--- src/rtl/core/nfcrx_pkg.sv ---
`default_nettype none

package nfcrx_pkg;

	// Result codes.
	typedef enum logic [1:0] {
		KIND_DATA = 2'd0,
		KIND_ACK  = 2'd1,
		KIND_GOOD = 2'd2,
		KIND_BAD  = 2'd3
	} kind_t;

	localparam int unsigned BYTE_W = 8;
	localparam int unsigned POS_W  = 9;

	typedef logic [BYTE_W-1:0] byte_t;
	typedef logic [POS_W-1:0]  pos_t;

	// Frame bytes.
	localparam byte_t PREAMBLE_BYTE = 8'h00;
	localparam byte_t START_BYTE    = 8'hFF;
	localparam byte_t POSTAMBLE     = 8'h00;
	localparam byte_t ACK_LEN       = 8'h00;
	localparam byte_t ACK_LCS       = 8'hFF;

	// Positions within the frame.
	localparam pos_t POS_START = 9'd2;
	localparam pos_t POS_LEN   = 9'd3;
	localparam pos_t POS_LCS   = 9'd4;
	localparam pos_t POS_DATA  = 9'd5;

endpackage

`default_nettype wire

--- src/rtl/core/nfcrx_in_if.sv ---
`default_nettype none

interface nfcrx_in_if;
	import nfcrx_pkg::*;

	logic  valid;
	logic  ready;
	byte_t rx_byte;

	modport source (output valid, output rx_byte, input ready);
	modport sink   (input valid, input rx_byte, output ready);
endinterface

`default_nettype wire

--- src/rtl/core/nfcrx_out_if.sv ---
`default_nettype none

interface nfcrx_out_if;
	import nfcrx_pkg::*;

	logic  valid;
	logic  ready;
	kind_t kind;
	byte_t data_value;
	byte_t data_offset;

	modport source (output valid, output kind, output data_value, output data_offset,
		input ready);
	modport sink   (input valid, input kind, input data_value, input data_offset,
		output ready);
endinterface

`default_nettype wire

--- src/rtl/core/nfc_reader_frame_receiver.sv ---
`default_nettype none

// Channel  Dir  Payload                                   Item
// rx       in   rx_byte[7:0]                              one received serial byte
// res      out  kind[1:0], data_value[7:0], data_offset   one frame event or data byte
//
// One item is accepted every cycle when the result side keeps up. An accepted
// byte sits in the input stage and is decoded against the frame state once the
// output register is free or drains, and its result is then registered there.
// The frame state and both valid flags clear on arst_n. When a result waits
// in the output register, the input stage holds and rx.ready falls once it is
// full, so no byte is lost or reordered.

module nfc_reader_frame_receiver (
	input  wire logic   clk,
	input  wire logic   arst_n,
	nfcrx_in_if.sink    rx,
	nfcrx_out_if.source res
);
	import nfcrx_pkg::*;

	// Input stage.
	logic  valid_s1;
	byte_t byte_s1;

	// Frame state.
	pos_t  pos_q;
	byte_t len_q;
	byte_t lcs_q;
	byte_t plen_q;
	byte_t sum_q;
	byte_t dcs_q;

	// Output register.
	logic  out_valid_q;
	kind_t kind_q;
	byte_t value_q;
	byte_t offset_q;

	logic advance;

	// The input stage moves on when the output register is free or drains now.
	assign advance  = valid_s1 && (!out_valid_q || res.ready);
	assign rx.ready = !valid_s1 || advance;

	always_ff @(posedge clk or negedge arst_n) begin
		if (!arst_n) begin
			valid_s1 <= 1'b0;
		end else if (rx.ready) begin
			valid_s1 <= rx.valid;
		end
	end

	always_ff @(posedge clk) begin
		if (rx.ready && rx.valid) begin
			byte_s1 <= rx.rx_byte;
		end
	end

	// Decode of one byte against the current frame state.
	pos_t  pos_d;
	byte_t len_d, lcs_d, plen_d, sum_d, dcs_d;
	logic  emit;
	kind_t kind_d;
	byte_t value_d, offset_d;
	byte_t plen_eff, sum_eff;
	pos_t  off;
	pos_t  plen_ext;
	pos_t  pos_inc;
	byte_t sync_expect;
	byte_t len_sum;

	always_comb begin
		pos_d    = pos_q;
		len_d    = len_q;
		lcs_d    = lcs_q;
		plen_d   = plen_q;
		sum_d    = sum_q;
		dcs_d    = dcs_q;
		emit     = 1'b0;
		kind_d   = KIND_DATA;
		value_d  = '0;
		offset_d = '0;

		pos_inc     = pos_q + pos_t'(1);
		sync_expect = (pos_q == POS_START) ? START_BYTE : PREAMBLE_BYTE;
		len_sum     = len_q + lcs_q;

		// On the first data place the length is taken straight from LEN.
		plen_eff = (pos_q == POS_DATA) ? len_q : plen_q;
		sum_eff  = (pos_q == POS_DATA) ? byte_t'(0) : sum_q;
		off      = pos_q - POS_DATA;
		plen_ext = pos_t'(plen_eff);

		if (pos_q < POS_LEN) begin
			pos_d = (byte_s1 == sync_expect) ? pos_inc : pos_t'(0);
		end else if (pos_q == POS_LEN) begin
			len_d = byte_s1;
			pos_d = POS_LCS;
		end else if (pos_q == POS_LCS) begin
			lcs_d = byte_s1;
			pos_d = POS_DATA;
		end else if (pos_q == POS_DATA && len_q == ACK_LEN && lcs_q == ACK_LCS
				&& byte_s1 == POSTAMBLE) begin
			// ACK frame: 00 FF 00 after the start code.
			pos_d  = '0;
			emit   = 1'b1;
			kind_d = KIND_ACK;
		end else if (pos_q == POS_DATA && len_sum != '0) begin
			// Length check failed: drop the frame quietly.
			pos_d = '0;
		end else begin
			plen_d = plen_eff;
			sum_d  = sum_eff;
			if (off < plen_ext) begin
				sum_d    = sum_eff + byte_s1;
				pos_d    = pos_inc;
				emit     = 1'b1;
				kind_d   = KIND_DATA;
				value_d  = byte_s1;
				offset_d = off[BYTE_W-1:0];
			end else if (off == plen_ext) begin
				dcs_d = byte_s1;
				pos_d = pos_inc;
			end else begin
				// Postamble place, or anything past it, closes the frame.
				pos_d   = '0;
				emit    = 1'b1;
				kind_d  = ((byte_t'(sum_eff + dcs_q) == '0) && byte_s1 == POSTAMBLE)
					? KIND_GOOD : KIND_BAD;
				value_d = plen_eff;
			end
		end
	end

	always_ff @(posedge clk or negedge arst_n) begin
		if (!arst_n) begin
			pos_q  <= '0;
			len_q  <= '0;
			lcs_q  <= '0;
			plen_q <= '0;
			sum_q  <= '0;
			dcs_q  <= '0;
		end else if (advance) begin
			pos_q  <= pos_d;
			len_q  <= len_d;
			lcs_q  <= lcs_d;
			plen_q <= plen_d;
			sum_q  <= sum_d;
			dcs_q  <= dcs_d;
		end
	end

	always_ff @(posedge clk or negedge arst_n) begin
		if (!arst_n) begin
			out_valid_q <= 1'b0;
		end else if (advance) begin
			out_valid_q <= emit;
		end else if (res.ready) begin
			out_valid_q <= 1'b0;
		end
	end

	always_ff @(posedge clk) begin
		if (advance && emit) begin
			kind_q   <= kind_d;
			value_q  <= value_d;
			offset_q <= offset_d;
		end
	end

	assign res.valid       = out_valid_q;
	assign res.kind        = kind_q;
	assign res.data_value  = value_q;
	assign res.data_offset = offset_q;

endmodule

`default_nettype wire

--- src/flat_wrapper.sv ---
// flat-port wrapper written by rule: the top's interface ports become plain ports
module nfc_reader_frame_receiver_flat import nfcrx_pkg::*;
  (clk, arst_n, rx_valid, rx_rx_byte, rx_ready, res_valid, res_kind, res_data_value, res_data_offset, res_ready);
  nfcrx_in_if rx_i ();
  nfcrx_out_if res_i ();
  input  wire logic clk;
  input  wire logic arst_n;
  input wire logic [$bits(rx_i.valid)-1:0] rx_valid;
  input wire logic [$bits(rx_i.rx_byte)-1:0] rx_rx_byte;
  output wire logic [$bits(rx_i.ready)-1:0] rx_ready;
  output wire logic [$bits(res_i.valid)-1:0] res_valid;
  output wire logic [$bits(res_i.kind)-1:0] res_kind;
  output wire logic [$bits(res_i.data_value)-1:0] res_data_value;
  output wire logic [$bits(res_i.data_offset)-1:0] res_data_offset;
  input wire logic [$bits(res_i.ready)-1:0] res_ready;
  assign rx_i.valid = rx_valid;
  assign rx_i.rx_byte = rx_rx_byte;
  assign rx_ready = rx_i.ready;
  assign res_valid = res_i.valid;
  assign res_kind = res_i.kind;
  assign res_data_value = res_i.data_value;
  assign res_data_offset = res_i.data_offset;
  assign res_i.ready = res_ready;
  nfc_reader_frame_receiver u_core (.clk(clk), .arst_n(arst_n), .rx(rx_i), .res(res_i));
endmodule
--- config.mk ---
export PLATFORM = sky130hd
export DESIGN_NAME = nfc_reader_frame_receiver_flat
export DESIGN_NICKNAME = d
export VERILOG_FILES = /design/src/rtl/core/nfcrx_pkg.sv /design/src/rtl/core/nfcrx_in_if.sv /design/src/rtl/core/nfcrx_out_if.sv /design/src/rtl/core/nfc_reader_frame_receiver.sv /design/src/flat_wrapper.sv
export SDC_FILE = /design/constraint.sdc
export NUM_CORES = 1
export LEC_CHECK = 0
export BUFFER_PORTS_ARGS = -buffer_cell sky130_fd_sc_hd__buf_2
export CORE_MARGIN = 2
export CORE_UTILIZATION = 50
export CTS_CLUSTER_DIAMETER = 40
export DETAILED_ROUTE_END_ITERATION = 10
export GPL_TIMING_DRIVEN = 0
export PLACE_DENSITY = 0.74
export SLEW_MARGIN = 20
export SYNTH_ARGS = -nofsm -noshare
export SYNTH_HDL_FRONTEND = slang
export SYNTH_SLANG_ARGS = --single-unit
--- constraint.sdc ---
create_clock -name clk -period 11.9 [get_ports clk]
set_input_delay 1.785 -clock clk [delete_from_list [all_inputs] [get_ports clk]]
set_output_delay 1.785 -clock clk [all_outputs]
set_load 0.01 [all_outputs]
# ---- After elaboration in Yosys (flattened, before gate mapping)
# Cells that the tools add are included.
# Widths: inputs -> output; s select.
dict set report word_totals {
  ff_bits 77
  in_bits 12
  output_inout_bits 20
  word_cells 86
}
dict set report classes {
  addsub 5
  n_lt_le_gt_ge 2
  n_eq_ne 7
  n_mux 28
  n_bitwise 6
  reduce_logical 25
}
# op count
set op_table {}
lappend op_table {{$mux 9} 8}
lappend op_table {{$mux 8} 6}
lappend op_table {{$add 8x8->8} 3}
lappend op_table {{$logic_not 8->1} 3}
lappend op_table {{$eq 9x2->1 const B} 2}
lappend op_table {{$eq 9x3->1 const B} 2}
lappend op_table {{$mux 1} 14}
lappend op_table {{$add 9x1->9 const B} 1}
lappend op_table {{$eq 9x8->1} 1}
lappend op_table {{$lt 9x2->1 const B} 1}
lappend op_table {{$lt 9x8->1} 1}
lappend op_table {{$sub 9x3->9 const B} 1}
lappend op_table {{$eq 8x8->1} 1}
lappend op_table {{$eq 8x8->1 const B} 1}
lappend op_table {{$logic_and 1x1->1} 8}
lappend op_table {{$reduce_and 8->1} 1}
lappend op_table {{$reduce_bool 8->1} 1}
lappend op_table {{$reduce_or 7->1} 1}
lappend op_table {{$not 1->1} 6}
lappend op_table {{$reduce_and 6->1} 1}
lappend op_table {{$reduce_or 6->1} 1}
lappend op_table {{$reduce_or 5->1} 1}
lappend op_table {{$reduce_and 4->1} 1}
lappend op_table {{$reduce_and 3->1} 1}
lappend op_table {{other kinds (4)} 6}

# ---- Longest topological paths before layout
dict set report logic_depth {
  depth_word 11
  depth_mapped 20
  mapped_depth_nobuf 17
}

# ---- Least setup slack after synthesis
# Ideal clock, no wire load.
dict set report synth_path {
  path_type {register -> register}
  from {register u_core.pos_q[0]}
  to {register u_core.offset_q[0] (netlist: u_core.res.data_offset[0]) (enable)}
  setup_ns 0.393
  t_arrival_ns 4.334
  required_ns 11.507
  path_slack_ns 7.173
  path_stages_with_launch 17
  path_buffers 4
  synth_period_minus_slack_ns 4.727
  cell_sequence {dfrtp_1 ha_1 nor4bb_1 nand2_1 buf_2 clkbuf_1 clkbuf_1 mux2i_1 ha_1 a21o_1 a211oi_1 nand3_1 o21ai_2 clkbuf_1 nor2_1 o21a_1 nor2_1}
}
dict set report synth_between {
  elab_chain_len 11
  word_cells_on_any_way 20
  classes_between {1 x add/sub; 2 x order compare; 4 x eq/ne; 8 x mux; 5 x reduce/logical}
}
# item line
set synth_rtl {}
lappend synth_rtl {{from (decl)} nfc_reader_frame_receiver.sv:27} ;# pos_t pos_q;
lappend synth_rtl {{from (signal assigned)} nfc_reader_frame_receiver.sv:145} ;# pos_q <= pos_d;
lappend synth_rtl {{branches (longest 9 deep; another with $sub 9x3->9)} n/a}
lappend synth_rtl {{$mux 1 (*)} nfc_reader_frame_receiver.sv:95} ;# if (pos_q < POS_LEN) begin
lappend synth_rtl {{$logic_and 1x1->1 (*)} nfc_reader_frame_receiver.sv:165} ;# if (advance && emit) begin
lappend synth_rtl {{to (signal assigned)} nfc_reader_frame_receiver.sv:168} ;# offset_q <= offset_d;
lappend synth_rtl {{to (decl)} nfc_reader_frame_receiver.sv:38} ;# byte_t offset_q;
# Mark *: on every way between the ends.
# A chain may end at the register's enable or synchronous reset.

# ---- Final worst setup path
dict set report layout_path {
  from {register u_core.pos_q[0]}
  to {register u_core.kind_q[1] (netlist: u_core.res.kind[1]) (enable)}
}
dict set report layout_between {
  elab_chain_len 11
  word_cells_on_any_way 20
  classes_between {1 x add/sub; 2 x order compare; 4 x eq/ne; 8 x mux; 5 x reduce/logical}
}
# item line
set layout_rtl {}
lappend layout_rtl {{branches (longest 9 deep; another with $sub 9x3->9)} n/a}
lappend layout_rtl {{$mux 1 (*)} nfc_reader_frame_receiver.sv:95}
lappend layout_rtl {{$logic_and 1x1->1 (*)} nfc_reader_frame_receiver.sv:165}
lappend layout_rtl {{to (signal assigned)} nfc_reader_frame_receiver.sv:166} ;# kind_q <= kind_d;
lappend layout_rtl {{to (decl)} nfc_reader_frame_receiver.sv:36} ;# kind_t kind_q;
# Marks and branches as above.

==> results.py <==
metrics = {
    "outcome": {
        "status": "completed",
    },
    "sta": {
        "timing.hold.ws_ps": 511,
        "layout_min_cycle_time_ps": 5800,
        "slew_headroom": 0.423,
        "finalMaxSlewViolations": 0,
        "fmax_mhz": 172,
        "setup_ws_ps": 6100,
        "fin_setup_tns_ps": 0,
        "hold_viol_final": 0,
        "setup_violations": 0,
        "finClkSkew_ps": 7.16,
        "rsz0062_at_grt": "false",
        "tightest_slew_ps": 858,
        "period_share": 0.488,
    },
    "setup_path": {
        "critPathArrivalTime_ps": 5790,
        "end_kind": "register",
        "required_ps": 11880,
        "rr_endpoint": "u_core.res.kind[1]",
        "r2r_setup_slack_ps": 6100,
        "path_class": "register to register",
        "r2r_cells": 16,
        "crit_path_start": "u_core.pos_q[0]",
        "worst-path-max-fanout": 18,
        "r2r_start": "u_core.pos_q[0]",
        "timing.critical_path.to": "u_core.res.kind[1]",
        "critPathLaunchType": "register",
    },
    "yosys": {
        "synthArstFlopShare": 0.662,
        "syn_area_um2": 4820,
        "synth_seq_cells": 77,
        "yosys_most_used_dff": "dfrtp_1",
        "ys_seq_area_frac": 0.426,
        "ys_warn_count": 0,
        "syn_nets": 528,
        "synth_cell_types": 62,
        "synth_area_per_cell_um2": 9.85,
        "syn_inst": 490,
        "synth_edf_count": 26,
    },
    "placed_design": {
        "globalplace.congestion": 0.914,
        "pre_cts_ws_ps": 6250,
        "placed_cell_area_um2": 5150,
        "portBuffers": 31,
        "hpwl_mm": 8.45,
    },
    "grt": {
        "grt_pass1_vias": 3826,
        "antenna_found_initial": 0,
        "grt_max_degree": 52,
        "overflow": 0,
        "grt_pass1_wl_mm": 19.2,
        "grt_usage": 0.241,
    },
    "floorplanning": {
        "die_area_um2": 10500,
        "io_pins": 32,
        "die_w_um": 102,
        "start_util": 0.520,
        "row_count": 35,
        "die_h_um": 102,
        "coreArea_um2": 9280,
    },
    "final_layout": {
        "layout-drive-gt1-share": 0.166,
        "diodes": 0,
        "final_common_cell": "dfrtp_1",
        "syn2layout_area_growth_pct": 11.2,
        "layout_common_cells": "dfrtp_1, nand2_1, nor2_1",
        "fin_area_um2": 5370,
        "fin_nets": 570,
    },
    "power_and_ir_drop": {
        "total_power_mw": 0.550,
        "ir_drop_uv": 66.1,
        "cellPowerDensity_nw_per_um2": 103,
        "p_leak_nw": 2.35,
    },
    "clocking": {
        "post_cts_buffers": 0,
        "clk_path_buf_depth": 2,
        "cts_sinks": 77,
        "cts_resized": 0,
        "cts_hold_buffers": 0,
        "cts_tree": "built",
        "htree_levels": 3,
        "root_buffer": "clkbuf_8",
        "cts_buffers": 9,
        "clk_pin_slew_ps": 80,
        "clk_latency_ps": 350,
    },
    "detailed_routing": {
        "drt-total-wl_mm": 11.7,
        "drc_errors": 0,
        "drt-initial-drc-count": 390,
        "num_vias": 3965,
        "vias_per_cell": 5.95,
        "ant_nets": 0,
        "drt_pass1_iterations": 5,
        "avgRoutedWirePerCell_um": 17.6,
    },
    "flow_run": {
        "max_cap_viol_count": 0,
    },
    "min_path": {
        "hold_start": "u_core.dcs_q[0]",
        "hold_path_class": "register to register",
    },
}
[worst max-delay path: stages (launching register included)]
cell and delay, ps:
dfrtp_1 520, ha_1 290, nor4bb_1 160, nand2_1 140, buf_2 250, clkbuf_1 400, clkbuf_1 570, mux2i_1 400
ha_1 330, a21o_1 170, a211oi_1 270, nand3_1 130, o21ai_2 420, clkbuf_1 400, nor2_1 100, o21a_1 230
nor2_2 650
[Yosys cell counts (2+ instances only)]
library cell / number / area share
dfrtp_1: 51 / 0.26
nand2_1: 36 / 0.028
nor2_1: 35 / 0.027
o21ai_0: 30 / 0.031
a21oi_1: 27 / 0.028
edfxtp_1: 26 / 0.16
mux2_2: 26 / 0.061
ha_1: 25 / 0.065
xnor2_1: 24 / 0.044
clkbuf_1: 21 / 0.016
inv_1: 19 / 0.015
nand3_1: 17 / 0.018
mux2i_1: 10 / 0.021
nor3_1: 10 / 0.010
nand4_1: 9 / 0.012
nor2b_1: 9 / 0.012
and2_1: 7 / 0.0091
nand2b_1: 7 / 0.0091
xor2_1: 7 / 0.013
a21o_1: 6 / 0.0093
o211ai_1: 6 / 0.0093
o31ai_1: 6 / 0.0093
a22oi_1: 5 / 0.0078
o22ai_1: 5 / 0.0065
a31oi_1: 4 / 0.0052
and3_1: 4 / 0.0052
a211oi_1: 3 / 0.0047
a22o_1: 3 / 0.0054
buf_1: 3 / 0.0023
buf_2: 3 / 0.0031
maj3_1: 3 / 0.0062
nand3b_1: 3 / 0.0047
nor4_1: 3 / 0.0039
o2111ai_1: 3 / 0.0054
o21a_1: 3 / 0.0047
a2111oi_0: 2 / 0.0036
a31o_2: 2 / 0.0036
or2_2: 2 / 0.0026
or4_1: 2 / 0.0031
[sequential cells by signal, indices dropped and copies added, names as in the netlist, 8 cells and up]
name and cells:
u_core.pos_q 9, u_core.dcs_q 8, u_core.len_q 8, u_core.plen_q 8, u_core.sum_q 8, u_core.byte_s1 8
u_core.res.data_offset 8, u_core.lcs_q 8, u_core.res.data_value 8
[cell families after synthesis]
logic type      after synthesis  share of synthesized area
buf+inv                      48                     0.0399
xor+xnor                     31                     0.0563
fa+ha+maj                    29                     0.0752
mux                          37                     0.0838
flops                        77                      0.426
simple gates                153                      0.165
compound gates              115                      0.154
[worst min-delay path by stage]
stage,cells after the start,slack (ps),end
5_1_grt,1,520,u_core.dcs_q[0]
2_1_floorplan,1,460,u_core.dcs_q[0]
3_3_place_gp,1,480,u_core.dcs_q[0]
4_1_cts,1,510,u_core.dcs_q[0]
3_5_place_dp,1,490,u_core.sum_q[6]
6_report,1,510,u_core.dcs_q[0]
[metrics by stage]
stage	cells	utilization
2_1_floorplan	490	-
3_3_place_gp	650	0.554
3_5_place_dp	650	0.555
4_1_cts	666	0.578
5_1_grt	666	0.578
6_report	666	0.578
[report_power, final]
part	switching [mW]	leakage (nW)	internal, mW
clock network	0.0966	0.111	0.123
logic	0.0283	1.25	0.0157
registers	0.00645	0.990	0.280
[layer usage]
| layer | share of wire | wire, um | global-route usage |
|---|---|---|---|
| met1 | 0.43 | 5060 | 0.329 |
| met5 | 0 | 0 | 0 |
| met2 | 0.48 | 5620 | 0.391 |
| met4 | 0.017 | 201 | 0.0933 |
| met3 | 0.072 | 845 | 0.0363 |
[final cells by class]
| type | instances | area [um2] |
|---|---|---|
| Multi-Input combinational cell | 365 | 2580 |
| Buffer | 29 | 121 |
| Tap cell | 129 | 161 |
| Fill cell | 845 | 3920 |
| Inverter | 19 | 71.3 |
| Sequential cell | 77 | 2060 |
| Clock inverter | 5 | 73.8 |
| Clock buffer | 11 | 141 |
| Timing Repair Buffer | 31 | 158 |
No activity file was read; power rests on OpenSTA's default activity.
